===== config.mk =====
export PLATFORM = sky130hd
export DESIGN_NAME = linked_queue_manager_core
export DESIGN_NICKNAME = d
export VERILOG_FILES = /design/src/lqm_pkg.sv /design/src/lqm_in_stage.sv /design/src/lqm_engine.sv /design/src/lqm_out_stage.sv /design/src/linked_queue_manager_core.sv
export SDC_FILE = /design/constraint.sdc
export NUM_CORES = 1
export LEC_CHECK = 0
export ABC_AREA = 1
export BUFFER_PORTS_ARGS = -buffer_cell sky130_fd_sc_hd__clkbuf_2
export CORE_MARGIN = 2
export CORE_UTILIZATION = 39
export DETAILED_ROUTE_END_ITERATION = 10
export PLACE_DENSITY = 0.57
export SLEW_MARGIN = 5
export SYNTH_ARGS = -nofsm -noshare
export SYNTH_HDL_FRONTEND = slang
export SYNTH_SLANG_ARGS = --single-unit
export TNS_END_PERCENT = 1

===== constraint.sdc =====
create_clock -name i_clk -period 3.1 [get_ports i_clk]
set_clock_uncertainty 0.2 [all_clocks]
set_input_delay 0 -clock i_clk [delete_from_list [all_inputs] [get_ports i_clk]]
set_output_delay 0 -clock i_clk [all_outputs]
set_load 0.02 [all_outputs]

===== src/lqm_pkg.sv =====
// ----------------------------------------------------------------------------
// lqm_pkg
// Shared types and constants of the linked queue manager: field widths,
// operation and status codes, and the item structs passed between stages.
// ----------------------------------------------------------------------------
`default_nettype none

package lqm_pkg;

    localparam int POOL_SIZE_DEF  = 16;
    localparam int NUM_QUEUES_DEF = 4;

    localparam int FUNC_W     = 2;
    localparam int QID_W      = 2;
    localparam int ELEM_W     = 4;
    localparam int STATUS_W   = 3;
    localparam int COUNT_W    = 5;
    localparam int HEAD_W     = 4;
    localparam int IN_DATA_W  = 8;
    localparam int OUT_DATA_W = 16;

    typedef enum logic [FUNC_W-1:0] {
        FUNC_APPEND = 2'd0,
        FUNC_REMOVE = 2'd1,
        FUNC_STATUS = 2'd2
    } t_func;

    typedef enum logic [STATUS_W-1:0] {
        ST_OK       = 3'd0,
        ST_EMPTY    = 3'd1,
        ST_LINKED   = 3'd2,
        ST_UNLINKED = 3'd3,
        ST_OTHER    = 3'd4
    } t_status;

    typedef struct packed {
        logic [ELEM_W-1:0] element;
        logic [QID_W-1:0]  queue_id;
        logic [FUNC_W-1:0] func;
    } t_op;

    typedef struct packed {
        logic [HEAD_W-1:0] head_index;
        logic [COUNT_W-1:0] count;
        t_status            status;
    } t_result;

endpackage

`default_nettype wire


===== src/lqm_in_stage.sv =====
// ----------------------------------------------------------------------------
// lqm_in_stage
// Input register: holds one accepted request until the engine consumes it.
// ----------------------------------------------------------------------------
`default_nettype none

module lqm_in_stage (
    input  wire            i_clk,
    input  wire            i_rst_n,
    input  wire            i_valid,
    output logic           o_ready,
    input  lqm_pkg::t_op   i_op,
    input  wire            i_advance,
    output logic           o_valid,
    output lqm_pkg::t_op   o_op
);

    logic          r_valid;
    lqm_pkg::t_op  r_op;
    logic          load;

    // a held request leaves whenever the result side can take it
    assign o_ready = !r_valid || i_advance;
    assign load    = i_valid && o_ready;
    assign o_valid = r_valid;
    assign o_op    = r_op;

    always_ff @(posedge i_clk) begin
        if (!i_rst_n) begin
            r_valid <= 1'b0;
        end else if (load) begin
            r_valid <= 1'b1;
        end else if (i_advance) begin
            r_valid <= 1'b0;
        end
    end

    always_ff @(posedge i_clk) begin
        if (load) begin
            r_op <= i_op;
        end
    end

endmodule

`default_nettype wire


===== src/lqm_engine.sv =====
// ----------------------------------------------------------------------------
// lqm_engine
// Link tables and per-queue head and count; decodes one request, updates
// the rings in the same cycle and forms its result.
// ----------------------------------------------------------------------------
`default_nettype none

module lqm_engine #(
    parameter int POOL_SIZE  = lqm_pkg::POOL_SIZE_DEF,
    parameter int NUM_QUEUES = lqm_pkg::NUM_QUEUES_DEF
) (
    input  wire                i_clk,
    input  wire                i_rst_n,
    input  wire                i_fire,
    input  lqm_pkg::t_op       i_op,
    output lqm_pkg::t_result   o_result
);

    localparam int IDX_W = $clog2(POOL_SIZE);
    localparam int QW    = (NUM_QUEUES > 1) ? $clog2(NUM_QUEUES) : 1;
    localparam int CW    = $clog2(POOL_SIZE + 1);

    logic [IDX_W-1:0] r_next   [POOL_SIZE];
    logic [IDX_W-1:0] r_prev   [POOL_SIZE];
    logic [QW-1:0]    r_owner  [POOL_SIZE];
    logic             r_linked [POOL_SIZE];
    logic [IDX_W-1:0] r_head   [NUM_QUEUES];
    logic [CW-1:0]    r_count  [NUM_QUEUES];

    logic [IDX_W-1:0] e_idx;
    logic [QW-1:0]    q_idx;
    logic             q_ok;
    logic             e_ok;
    logic [CW-1:0]    cnt;
    logic [IDX_W-1:0] head;
    logic [IDX_W-1:0] last;
    logic [IDX_W-1:0] nx;
    logic [IDX_W-1:0] pv;
    logic             lnk;
    logic [QW-1:0]    own;
    logic             do_app;
    logic             do_rem;
    lqm_pkg::t_status status;
    logic [CW-1:0]    n_cnt;
    logic [IDX_W-1:0] n_head;

    assign e_idx = IDX_W'(i_op.element);
    assign q_idx = QW'(i_op.queue_id);
    assign q_ok  = 32'(i_op.queue_id) < NUM_QUEUES;
    assign e_ok  = 32'(i_op.element) < POOL_SIZE;

    always_comb begin
        cnt    = q_ok ? r_count[q_idx] : '0;
        head   = r_head[q_idx];
        last   = r_prev[head];
        nx     = r_next[e_idx];
        pv     = r_prev[e_idx];
        lnk    = e_ok ? r_linked[e_idx] : 1'b0;
        own    = r_owner[e_idx];
        do_app = 1'b0;
        do_rem = 1'b0;
        status = lqm_pkg::ST_OK;
        if (!q_ok) begin
            status = lqm_pkg::ST_EMPTY;
        end else begin
            unique case (lqm_pkg::t_func'(i_op.func))
                lqm_pkg::FUNC_APPEND: begin
                    if (!e_ok) begin
                        status = lqm_pkg::ST_UNLINKED;
                    end else if (lnk) begin
                        status = lqm_pkg::ST_LINKED;
                    end else begin
                        do_app = 1'b1;
                    end
                end
                lqm_pkg::FUNC_REMOVE: begin
                    // range check comes before the empty check
                    if (!e_ok) begin
                        status = lqm_pkg::ST_UNLINKED;
                    end else if (cnt == '0) begin
                        status = lqm_pkg::ST_EMPTY;
                    end else if (!lnk) begin
                        status = lqm_pkg::ST_UNLINKED;
                    end else if (own != q_idx) begin
                        status = lqm_pkg::ST_OTHER;
                    end else begin
                        do_rem = 1'b1;
                    end
                end
                default: begin
                    status = lqm_pkg::ST_OK;
                end
            endcase
        end
    end

    always_comb begin
        if (do_app) begin
            n_cnt = cnt + CW'(1);
        end else if (do_rem) begin
            n_cnt = cnt - CW'(1);
        end else begin
            n_cnt = cnt;
        end
        if (do_app && cnt == '0) begin
            n_head = e_idx;
        end else if (do_rem && head == e_idx) begin
            n_head = nx;
        end else begin
            n_head = head;
        end
    end

    assign o_result.status     = status;
    assign o_result.count      = lqm_pkg::COUNT_W'(n_cnt);
    assign o_result.head_index = (n_cnt != '0) ? lqm_pkg::HEAD_W'(n_head) : '0;

    always_ff @(posedge i_clk) begin
        if (!i_rst_n) begin
            for (int i = 0; i < POOL_SIZE; i++) begin
                r_linked[i] <= 1'b0;
            end
            for (int i = 0; i < NUM_QUEUES; i++) begin
                r_count[i] <= '0;
            end
        end else if (i_fire) begin
            if (do_app) begin
                r_linked[e_idx] <= 1'b1;
            end
            if (do_rem) begin
                r_linked[e_idx] <= 1'b0;
            end
            if (do_app || do_rem) begin
                r_count[q_idx] <= n_cnt;
            end
        end
    end

    // link payload, valid only where the linked flag or count says so
    always_ff @(posedge i_clk) begin
        if (i_fire && do_app) begin
            r_owner[e_idx] <= q_idx;
            r_head[q_idx]  <= n_head;
            if (cnt == '0) begin
                r_next[e_idx] <= e_idx;
                r_prev[e_idx] <= e_idx;
            end else begin
                r_next[last]  <= e_idx;
                r_prev[head]  <= e_idx;
                r_next[e_idx] <= head;
                r_prev[e_idx] <= last;
            end
        end
        if (i_fire && do_rem && cnt != CW'(1)) begin
            // unlink from the ring, neighbors close the gap
            r_next[pv]    <= nx;
            r_prev[nx]    <= pv;
            r_head[q_idx] <= n_head;
        end
    end

`ifndef SYNTHESIS
    a_append_grows: assert property (@(posedge i_clk) disable iff (!i_rst_n)
        i_fire && do_app |=>
            r_count[$past(q_idx)] == $past(cnt) + CW'(1))
        else $error("append did not grow the queue count");

    a_remove_unlinks: assert property (@(posedge i_clk) disable iff (!i_rst_n)
        i_fire && do_rem |=> !r_linked[$past(e_idx)] &&
            r_count[$past(q_idx)] == $past(cnt) - CW'(1))
        else $error("remove left the slot linked or count unchanged");

    a_fail_no_change: assert property (@(posedge i_clk) disable iff (!i_rst_n)
        i_fire && q_ok && status != lqm_pkg::ST_OK |=>
            r_count[$past(q_idx)] == $past(cnt))
        else $error("failed request changed the queue count");

    a_ok_app_unlinked: assert property (@(posedge i_clk) disable iff (!i_rst_n)
        i_fire && do_app |=> r_linked[$past(e_idx)] &&
            r_owner[$past(e_idx)] == $past(q_idx))
        else $error("appended slot not tagged with its queue");
`endif

endmodule

`default_nettype wire


===== src/lqm_out_stage.sv =====
// ----------------------------------------------------------------------------
// lqm_out_stage
// Result register: holds a finished result until the receiver takes it.
// ----------------------------------------------------------------------------
`default_nettype none

module lqm_out_stage (
    input  wire                i_clk,
    input  wire                i_rst_n,
    input  wire                i_load,
    input  lqm_pkg::t_result   i_result,
    output logic               o_can_load,
    output logic               o_valid,
    input  wire                i_ready,
    output lqm_pkg::t_result   o_result
);

    logic              r_valid;
    lqm_pkg::t_result  r_result;

    assign o_can_load = !r_valid || i_ready;
    assign o_valid    = r_valid;
    assign o_result   = r_result;

    always_ff @(posedge i_clk) begin
        if (!i_rst_n) begin
            r_valid <= 1'b0;
        end else if (i_load) begin
            r_valid <= 1'b1;
        end else if (i_ready) begin
            r_valid <= 1'b0;
        end
    end

    always_ff @(posedge i_clk) begin
        if (i_load) begin
            r_result <= i_result;
        end
    end

endmodule

`default_nettype wire


===== src/linked_queue_manager_core.sv =====
// ----------------------------------------------------------------------------
// linked_queue_manager_core
// Circular doubly linked queues over a shared pool of element slots.
// ----------------------------------------------------------------------------
// usage
//   slave channel: one request per beat, tdata = func, queue_id, element.
//     func 0 appends the element at the queue tail, 1 removes it from
//     wherever it sits, 2 (and 3) only reads the queue status.
//   master channel: one result per request, in order, tdata = status,
//     count after the request, and head_index (zero when the queue is empty).
//   path: an accepted request is registered in the input register, processed
//     by the engine, and its result registered in the result register once
//     that register can take it; the result then waits there for tready.
//   throughput: one request per cycle while the receiver keeps tready high;
//     the whole update is a single pass of table reads and writes on the
//     flip-flop link tables between the input and result registers.
//   stall: when the receiver holds tready low the result register keeps its
//     beat; the input register still takes one more request, then tready on
//     the slave side drops until the result leaves.
//   reset: synchronous, active low; every queue comes out empty and no slot
//     is linked, with no clearing pass.
// ----------------------------------------------------------------------------
`default_nettype none

module linked_queue_manager_core #(
    parameter int POOL_SIZE  = lqm_pkg::POOL_SIZE_DEF,
    parameter int NUM_QUEUES = lqm_pkg::NUM_QUEUES_DEF
) (
    input  wire                             i_clk,
    input  wire                             i_rst_n,
    input  wire                             i_s_tvalid,
    output logic                            o_s_tready,
    // [1:0] func, [3:2] queue_id, [7:4] element
    input  wire  [lqm_pkg::IN_DATA_W-1:0]   i_s_tdata,
    output logic                            o_m_tvalid,
    input  wire                             i_m_tready,
    // [2:0] status, [7:3] count, [11:8] head_index, [15:12] zero
    output logic [lqm_pkg::OUT_DATA_W-1:0]  o_m_tdata
);

    lqm_pkg::t_op      in_op;
    lqm_pkg::t_op      op;
    logic              op_valid;
    logic              can_load;
    logic              fire;
    lqm_pkg::t_result  result;
    lqm_pkg::t_result  out_result;

    assign in_op = lqm_pkg::t_op'(i_s_tdata);
    assign fire  = op_valid && can_load;

    lqm_in_stage u_in_stage (
        .i_clk     (i_clk),
        .i_rst_n   (i_rst_n),
        .i_valid   (i_s_tvalid),
        .o_ready   (o_s_tready),
        .i_op      (in_op),
        .i_advance (can_load),
        .o_valid   (op_valid),
        .o_op      (op)
    );

    lqm_engine #(
        .POOL_SIZE  (POOL_SIZE),
        .NUM_QUEUES (NUM_QUEUES)
    ) u_engine (
        .i_clk    (i_clk),
        .i_rst_n  (i_rst_n),
        .i_fire   (fire),
        .i_op     (op),
        .o_result (result)
    );

    lqm_out_stage u_out_stage (
        .i_clk      (i_clk),
        .i_rst_n    (i_rst_n),
        .i_load     (fire),
        .i_result   (result),
        .o_can_load (can_load),
        .o_valid    (o_m_tvalid),
        .i_ready    (i_m_tready),
        .o_result   (out_result)
    );

    assign o_m_tdata = {{(lqm_pkg::OUT_DATA_W - $bits(lqm_pkg::t_result)){1'b0}}, out_result};

endmodule

`default_nettype wire

==> impl_metrics.ini, run 1 <==
[routing]
post_drt_wl_per_cell_um = 18.39
remaining_drc_errors = 0
wl_mm = 44.13
ant_nets = 0
vias_per_cell = 5.398
drtIter0Drc = 1143
firstDrtPassIters = 8
num_vias = 12950

[global_route]
overflow = 0
grt_pass1_vias = 12370
antenna_found_initial = 1
grt_pass1_wl_mm = 68.05
grtUsageTotal_pct = 22.81
grt_start_max_net_pins = 91

[yosys]
syn_inst = 1736
syn-mean-instance-area_um2 = 8.126
ys_ff_latch = 240
seq_area_frac_synth_pct = 49.38
synth_cell_type_count = 42
synth_area_um2 = 14110
synth-warning-count = 0

[clocking]
cts_max_path_buffers = 3
cts_tree = done
clk_latency_ns = 0.55
clockRootBuffer = clkbuf_16
h-tree-depth = 1
clk_pin_slew_ns = 0.06
cts_buffers = 27
cts.sinks = 240

[setup_path]
start_kind = flop
r2r_cells = 18
crit_type = flop to flop
cp-endpoint = u_engine.r_next[14][3]
regToRegEndpoint = u_engine.r_next[14][3]
endpoint_kind = flop
cp_max_fo = 10
crit_arrival_ns = 3.20
reg2reg_slack_ns = -0.009
cp.required_ns = 3.20

[layout]
num_antenna_cells = 0
fill_cells = 3415
nNetsFinal = 1935
drive_above_1_share_pct = 22.91
syn_to_final_growth_pct = 24.44
finalNonFillerCells = 2399
final_util_pct = 49.36

[timing]
finalCritPeriodShare_pct = 100.3
finalHoldViolations = 0
min_period_ns = 3.109
drv_slew = 0
setup_ws_ns = -0.009473
slew_headroom_pct = 58.91
rsz0062_at_grt = yes
whs_ns = 0.02774
finalSetupViolations = 4
max_slew.worst_pin.slew_ns = 0.6157
max_freq_ghz = 0.3216

[die]
die_w_um = 194.2
fp.dieH_um = 194.2
io_pins = 30
core_um2 = 35570
start_util_pct = 39.66
dieArea_um2 = 37710
std_cell_rows = 69

[run_status]
status = finished, violations left
violations = negative setup slack

[placement]
placedCellCount = 2323
place_hpwl_mm = 30.50
gp_congestion = 0.8813
post-place-ws_ns = -0.2158
portBuffers = 25

[min_path]
hold_class = input pin to flop

[power]
cellPowerDensity_nw_per_um2 = 490.4
ir_drop_v = 0.0003864
p_leak_nw = 7.345

[flow_run]
max-cap-violations = 0
-- synthesized netlist by cell type (all sizes together) --
cell      n  area [um2]
clkbuf   46       172.7
o211ai   21       157.7
nor3     18       90.09
inv     139       529.3
nand4    75       475.5
nand3b    1       7.510
o31ai     1       7.510
buf      60       470.4
nand3   131       845.8
a32oi     1       8.760
nor2    147       639.4
nor4      1       21.27
a31oi     4       25.02
a32o      1       10.01
nand2   588        2283
clkinv    2       7.510
o21ai   209        1050
o221ai   12       105.1
ha        3       37.54
xor2      3       26.28
conb      1       3.750
o22ai     5       31.28
dfxtp    24       480.5
edfxtp  216        6486
a21oi    27       135.1
-- area by class of cell --
cell class / count / area [um2] / share of cell area (%)
Sequential cell: 240 / 6975 / 39.73
Clock buffer: 42 / 825.8 / 4.704
Timing Repair Buffer: 258 / 2250 / 12.81
Inverter: 141 / 548.0 / 3.122
Clock inverter: 5 / 20.02 / 0.1140
Multi-Input combinational cell: 1252 / 6360 / 36.23
Tap cell: 461 / 576.8 / 3.286
-- layout by cell type (no fill, tap or decap), drive strengths merged --
master       synthesis  routed
nand2              588     588
edfxtp             216     216
buf                 60     214
o21ai              209     209
nor2               147     147
inv                139     138
nand3              131     131
nand4               75      75
clkbuf              46      69
a21oi               27      27
dfxtp               24      24
o211ai              21      21
nor3                18      18
dlygate4sd3          0      17
o221ai              12      12
clkinv               2       8
o22ai                5       5
conb                 1       4
a31oi                4       4
xor2                 3       3
ha                   3       3
o31ai                1       1
nand3b               1       1
nor4                 1       1
a32oi                1       1
a32o                 1       1
-- power by group --
group	internal, mW	total, mW	switching, mW
Combinational	0.683	1.91	1.22
Sequential	3.60	3.63	0.0291
Clock	1.81	3.07	1.26
Total	6.10	8.61	2.51
-- per-stage QoR --
step,TNS (ns),instance area (um2),power [mW]
floorplan,-4.073,14120,4.725
global placement,-11.49,15990,5.400
finish,-0.03780,17560,8.610
detailed placement,-18.59,15990,5.417
global route,-10.70,17560,8.916
CTS,-0.4893,17060,8.501
-- worst min-delay path by stage --
stage	startpoint	end	slack, ns	depth (start not counted)
floorplan	i_s_tdata[0]	u_in_stage.o_op[0]	-0.10	0
global placement	i_s_tdata[1]	u_in_stage.o_op[1]	-0.02	1
detailed placement	i_s_tdata[1]	u_in_stage.o_op[1]	-0.02	1
CTS	i_s_tdata[4]	u_in_stage.o_op[4]	0.002	2
global route	i_s_tdata[7]	u_in_stage.o_op[7]	0.04	2
finish	i_s_tdata[6]	u_in_stage.o_op[6]	0.03	2
-- state kept, by name, summed over array words and instances, names as in the netlist, named ones only --
signal	cells
u_engine.r_next	64
u_engine.r_prev	64
u_engine.r_owner	32
u_engine.r_count	20
u_engine.r_head	16
u_engine.r_linked	16
u_out_stage.o_result	12
u_in_stage.o_op	8
u_in_stage.o_valid	1
u_out_stage.o_valid	1
-- cells by family (layout without fill, tap and decap cells) --
family          count (synthesis)  count (layout)  synth area share [%]
simple gates                  961             961                 30.93
compound gates                281             281                 10.85
buf+inv                       247             446                 8.364
flops                         240             240                 49.38
fa+ha+maj                       3               3                0.2661
xor+xnor                        3               3                0.1863
other cells                     1               4               0.02658
-- repair_timing --
item	in CTS	in global routing
pin swaps	2	26
resized for setup	16	113
buffers inserted	0	10
hold buffers	17	0
hold endpoints to repair	41	0
endpoints found under the setup margin	197	251
gates cloned	0	2
-- critical path, cell delays in order (launching register included) --
cell	delay (ns)
dfxtp_4	0.38
inv_8	0.09
nand2_2	0.05
a32oi_2	0.21
inv_1	0.09
ha_2	0.18
nand2_1	0.07
nor2_2	0.05
nor2_1	0.12
nand2_2	0.08
buf_4	0.14
nor2_4	0.22
nand4_1	0.20
nand2_2	0.21
inv_2	0.08
buf_4	0.13
nand2_1	0.09
o21ai_1	0.08
buf_4	0.15
-- metal layers --
layer  routed length [um]  vias to the layer above  GRT usage, %
met5                    0                        -             0
li1                     -                     6263             -
met2                20620                      473         37.17
met4                 1479                        0         8.221
met1                19140                     6107         31.14
met3                 2888                      106         3.009
Note: power is estimated with default switching activity, not from simulation.
==> inputs of run 2 (changes only) <==
- BUFFER_PORTS_ARGS: -buffer_cell sky130_fd_sc_hd__clkbuf_2 -> -buffer_cell sky130_fd_sc_hd__buf_2
- CTS_BUF_LIST: unset -> sky130_fd_sc_hd__clkbuf_16
- SLEW_MARGIN: 5 -> 20
==> impl_metrics.ini, run 2 (synthesized netlist as in run 1, its figures left out) <==
[run_status]
status = completed

[timing]
rsz0062_at_grt = yes
finalHoldViolations = 0
drv_slew = 0
slew_headroom_pct = 57.48
min_period_ns = 3.030
finalSetupViolations = 0
setup_ws_ns = 0.07026
max_slew.worst_pin.slew_ns = 0.6378
finalCritPeriodShare_pct = 97.73
max_freq_ghz = 0.3301

[global_route]
antenna_found_initial = 0
grt_start_max_net_pins = 77
grt_pass1_vias = 12360
grt_pass1_wl_mm = 67.23
overflow = 0
grtUsageTotal_pct = 22.54

[placement]
gp_congestion = 0.8924
place_hpwl_mm = 30.00
portBuffers = 25
post-place-ws_ns = -0.2098

[power]
p_leak_nw = 7.412
internal-power_mw = 6.097
cellPowerDensity_nw_per_um2 = 490.4
sw_frac_of_total_pct = 29.76
sequentialPowerShare_pct = 41.9
ir_drop_v = 0.0004320
clkPwrFrac_pct = 35.1
power_frac_comb_pct = 23.0
p_switching_mw = 2.583

[setup_path]
r2r_cells = 15
start_kind = flop
endpoint_kind = flop
regToRegEndpoint = u_engine.r_next[14][2]
crit_type = flop to flop
cp_max_fo = 15
crit_arrival_ns = 3.07
cp.required_ns = 3.14
reg2reg_slack_ns = 0.07
cp-endpoint = u_engine.r_next[14][2]

[layout]
final_util_pct = 49.76
nNetsFinal = 1930
syn_to_final_growth_pct = 25.45
layout_commonest_cell = nand2_1
num_antenna_cells = 0
layout_common_cells = nand2_1 (520), edfxtp_1 (216), buf_4 (166), inv_1 (128), o21ai_0 (128)
reg_top3 = u_engine.r_next: 64 flops, u_engine.r_prev: 64 flops, u_engine.r_owner: 32 flops
drive_above_1_share_pct = 23.28

[routing]
wl_mm = 44.39
remaining_drc_errors = 0
firstDrtPassIters = 5
ant_nets = 0
post_drt_wl_per_cell_um = 18.51
num_vias = 12960
vias_per_cell = 5.403
drtIter0Drc = 1145

[clocking]
clockRootBuffer = clkbuf_16
cts_buffers = 28
clk_pin_slew_ns = 0.06
cts.sinks = 240
h-tree-depth = 1
cts_tree = done
clk_latency_ns = 0.55
cts_max_path_buffers = 3

[die]
core_um2 = 35570
die_w_um = 194.2
dieArea_um2 = 37710
fp.dieH_um = 194.2
std_cell_rows = 69
io_pins = 30
start_util_pct = 39.66

[flow_run]
max-cap-violations = 0

[min_path]
hold_class = input pin to flop
## run 2: cell count changes in the layout (fill, tap and decap cells not counted), moves of 7 or more
cell / change
buf_2: +25
clkbuf_2: -25
buf_4: -22
clkbuf_1: -9
inv_1: +9
o21ai_1: -7
## run 2: timing repair
item | CTS | global route
hold buffers | 18 | 0
endpoints found under the hold margin | 60 | 0
gates cloned | 0 | 11
pin swaps | 0 | 30
buffers inserted | 0 | 13
setup endpoints to repair | 178 | 292
gates resized for setup | 16 | 123
## run 2: how the worst min path moves through the flow
stage | from | to | slack, ns | cells after the start
floorplan | i_s_tdata[0] | u_in_stage.o_op[0] | -0.10 | 0
global placement | i_s_tdata[1] | u_in_stage.o_op[1] | -0.02 | 1
detailed placement | i_s_tdata[1] | u_in_stage.o_op[1] | -0.02 | 1
CTS | i_s_tdata[3] | flop | 0.002 | 4
global route | i_s_tdata[7] | u_in_stage.o_op[7] | 0.03 | 2
finish | i_s_tdata[7] | u_in_stage.o_op[7] | 0.02 | 2
## run 2: per-layer routing
layer  routed length (um)  global-route usage (%)  share of wire, %
met3                 2936                   2.905               6.6
met4                 1319                   7.267               3.0
met1                18950                   29.81                43
met5                    0                       0                 0
met2                21190                   38.32                48
## run 2: critical path, stage by stage, from the launching register on
cell and delay, ns:
dfxtp_1 0.33, clkinv_1 0.14, buf_12 0.19, nor2_1 0.10, o21ai_1 0.06, nand3_1 0.07
nand3_1 0.17, nand2_2 0.15, nand2_2 0.08, buf_4 0.14, nor2_4 0.22, nand4_1 0.19
nand2_2 0.20, buf_4 0.14, nand2_1 0.10, o21ai_4 0.22
## run 2: power by group through the flow
stage          combinational [mW]  sequential [mW]  clock [mW]
2_1_floorplan                1.02             3.71           0
3_3_place_gp                 1.69             3.70           0
3_5_place_dp                 1.71             3.70           0
4_1_cts                      1.74             3.63        3.10
5_1_grt                      2.14             3.64        3.22
6_report                     2.00             3.63        3.05
## run 2: area by class of cell
cell class | instances | area, um2
timing repair buffer | 250 | 2327
tap | 461 | 576.8
fill | 3413 | 17870
multi-input combinational | 1254 | 6416
sequential | 240 | 6975
inverter | 141 | 548.0
clock inverter | 23 | 128.9
clock buffer | 29 | 725.7
## run 2: metrics by stage
stage | setup TNS [ns] | cell area [um2] | hold WS, ns | total power [mW] | std cells
2_1_floorplan | -4.073 | 14120 | -0.1011 | 4.725 | 1739
3_3_place_gp | -7.559 | 15870 | -0.01777 | 5.389 | 2304
3_5_place_dp | -17.36 | 15870 | -0.02130 | 5.406 | 2304
4_1_cts | -0.7559 | 16960 | 0.001624 | 8.476 | 2374
5_1_grt | -4.951 | 17700 | 0.02663 | 8.997 | 2398
6_report | 0 | 17700 | 0.02486 | 8.679 | 2398
==> inputs of run 3 (changes only) <==
- ABC_AREA: 1 -> unset
- CORE_MARGIN: 2 -> unset
- PLACE_DENSITY: 0.57 -> 0.55
- clock period: 3.1 -> 3 ns (I/O delays scaled with it)
==> impl_metrics.ini, run 3 <==
[clocking]
cts.sinks = 240
cts_max_path_buffers = 3
clockRootBuffer = clkbuf_16
clk_latency_ns = 0.54
cts_buffers = 26
h-tree-depth = 1
clk_pin_slew_ns = 0.06
cts_tree = done

[routing]
wl_mm = 40.00
post_drt_wl_per_cell_um = 24.26
vias_per_cell = 5.758
drtIter0Drc = 898
firstDrtPassIters = 5
remaining_drc_errors = 0
ant_nets = 0
num_vias = 9495

[yosys]
synth_most_common_cell = edfxtp_1
synthAdderAreaFrac_pct = 0.2827
synth-edff-count = 216
synth_xor_area_share_pct = 0.5278
synth_top_family_by_area = multiplexers
synthTopCellsByCount = edfxtp_1 (216), mux2_2 (136), mux4_2 (63), nor2_1 (63), clkbuf_1 (57)
ys_dominant_reg_cell = edfxtp_1
ys_ff_latch = 240
syn-mean-instance-area_um2 = 13.64
synth-warning-count = 0
syn_inst = 973
synth_mux_area_share_pct = 25.94
yosys-top-cells-area = edfxtp_1 (49%), mux2_2 (12%), mux4_2 (11%), dfxtp_1 (3.6%), mux2i_1 (3.5%)
synth_cell_type_count = 66
synth_area_um2 = 13280
synth.top_cell.area_share_pct = 48.85
synth_compound_area_share_pct = 8.161
async_reset_ff_share_pct = 0
yosys.area_share.simple_pct = 9.415
seq_area_frac_synth_pct = 52.47
yosysTopAreaCell = edfxtp_1

[die]
dieArea_um2 = 34780
io_pins = 30
fp.dieH_um = 186.5
die_w_um = 186.5
start_util_pct = 39.59
core_um2 = 33530
std_cell_rows = 67

[timing]
max_slew.worst_pin.slew_ns = 0.6633
finalSetupViolations = 353
whs_ns = 0.02244
rsz0062_at_grt = yes
slew_headroom_pct = 55.57
finalCritPeriodShare_pct = 131.0
setup_ws_ns = -0.9314
min_period_ns = 3.931
finalHoldViolations = 0
drv_slew = 0
max_freq_ghz = 0.2544

[setup_path]
crit_buf_inv = 6
cp_top_family = multiplexers
cp.required_ns = 3.09
crit_arrival_ns = 4.02
crit_type = flop to flop
endpoint_kind = flop
cp_max_fo = 18
slowest_delay_ns = 0.56
start_kind = flop
cpMaxStageDelayCell = mux4_2
cpMostUsedCell = buf_12
worstPathCellList = buf_6 -> mux4_2 -> buf_12 -> buf_16 -> mux2i_4 -> o22ai_4 -> o211a_1 -> a2111oi_4 -> a2111oi_4 -> buf_12 -> buf_12 -> nor4_4 -> buf_4 -> mux2_2

[global_route]
grt_pass1_wl_mm = 60.23
grt_pass1_vias = 9660
overflow = 0
grtUsageTotal_pct = 22.72
antenna_found_initial = 0
grt_start_max_net_pins = 39

[layout]
num_antenna_cells = 0
layout_common_cells = edfxtp_1 (216), buf_4 (189), mux2_2 (128), mux4_2 (63), nor2_1 (58)
post-route-cell-area_um2 = 17200
reg_top3 = u_engine.r_next: 64 flops, u_engine.r_prev: 64 flops, u_engine.r_owner: 32 flops
drive_above_1_share_pct = 50.37
layout_commonest_cell = edfxtp_1
nNetsFinal = 1198
syn_to_final_growth_pct = 29.54
final_util_pct = 51.29

[power]
sequentialPowerShare_pct = 45.1
p_leak_nw = 6.172
clkPwrFrac_pct = 35.8
internal-power_mw = 6.150
cellPowerDensity_nw_per_um2 = 483.9
p_switching_mw = 2.171
sw_frac_of_total_pct = 26.10
power_frac_comb_pct = 19.0
ir_drop_v = 0.0003046

[run_status]
status = finished, violations left
violations = negative setup slack

[placement]
place_area_um2 = 15430
portBuffers = 25
place_hpwl_mm = 28.33
gp_congestion = 0.9046

[min_path]
hold_class = input pin to flop

[flow_run]
max-cap-violations = 0
run 3: cell types whose count changed after synthesis, moves of 63 or more:
cell,before,now
o21ai_1,70,0
nand2_1,565,46
o21ai_0,138,20
inv_1,121,14
mux2_2,0,136
nand3_1,108,5
nand4_1,74,2
mux4_2,0,63
run 3: layer usage:
metal / wire, um / GRT usage, % / part of all wire [%] / up-vias
met5: 0 / 0 / 0 / -
met3: 2403 / 2.746 / 6.0 / 67
met1: 17570 / 31.89 / 44 / 4815
li1: - / - / - / 4279
met4: 1040 / 6.053 / 2.6 / 0
met2: 18980 / 37.30 / 47 / 334
run 3: per-stage QoR:
| stage | setup TNS (ns) | instances | total power [mW] | setup WS (ns) |
|---|---|---|---|---|
| detailed placement | -276.32 | 1575 | 5.247 | -1.118 |
| finish | -227.81 | 1649 | 8.321 | -0.9314 |
| global route | -267.25 | 1649 | 8.594 | -1.025 |
| floorplan | -226.21 | 976 | 4.640 | -0.9296 |
| global placement | -273.82 | 1575 | 5.236 | -1.068 |
| CTS | -245.62 | 1648 | 8.343 | -0.9985 |
run 3: logic make-up after synthesis:
logic type | after synthesis
multiplexers | 248
flip-flops | 240
AND/OR/NAND/NOR | 221
AO/OA/AOI/OAI | 152
buffers and inverters | 100
XOR/XNOR | 8
adder cells (fa/ha/maj) | 3
other | 1
run 3: layout make-up:
type / instances / area, um2
repair buffers: 265 / 2255
inverters: 14 / 52.55
flip-flops and latches: 240 / 6975
clock inverters: 19 / 103.9
clock buffers: 27 / 675.6
well taps: 448 / 560.5
multi-input cells: 636 / 6575
fillers: 2891 / 16330
run 3: worst paths after layout:
check | startpoint | to | slack [ns] | cells past startpoint
max | flop | u_engine.r_next[7][0] | -0.93 | 14
min | i_s_tdata[7] | u_in_stage.o_op[7] | 0.02 | 2
max reg2reg | flop | u_engine.r_next[7][0] | -0.93 | 14
min reg2reg | u_engine.r_linked[7] | u_engine.r_linked[7] | 0.29 | 1
run 3: power by group through the flow:
stage / combinational, mW / clock (mW) / sequential, mW
after floorplan: 0.818 / 0 / 3.82
after global placement: 1.41 / 0 / 3.82
after detailed placement: 1.42 / 0 / 3.82
after CTS: 1.54 / 3.05 / 3.75
after global routing: 1.67 / 3.16 / 3.76
final: 1.58 / 2.98 / 3.76
run 3: repair_timing:
item	CTS	global route
gates resized for setup	86	64
pin swaps	15	12
endpoints found under the hold margin	52	0
gates cloned	1	0
hold buffers	19	0
setup endpoints to repair	359	376
buffers inserted	7	1
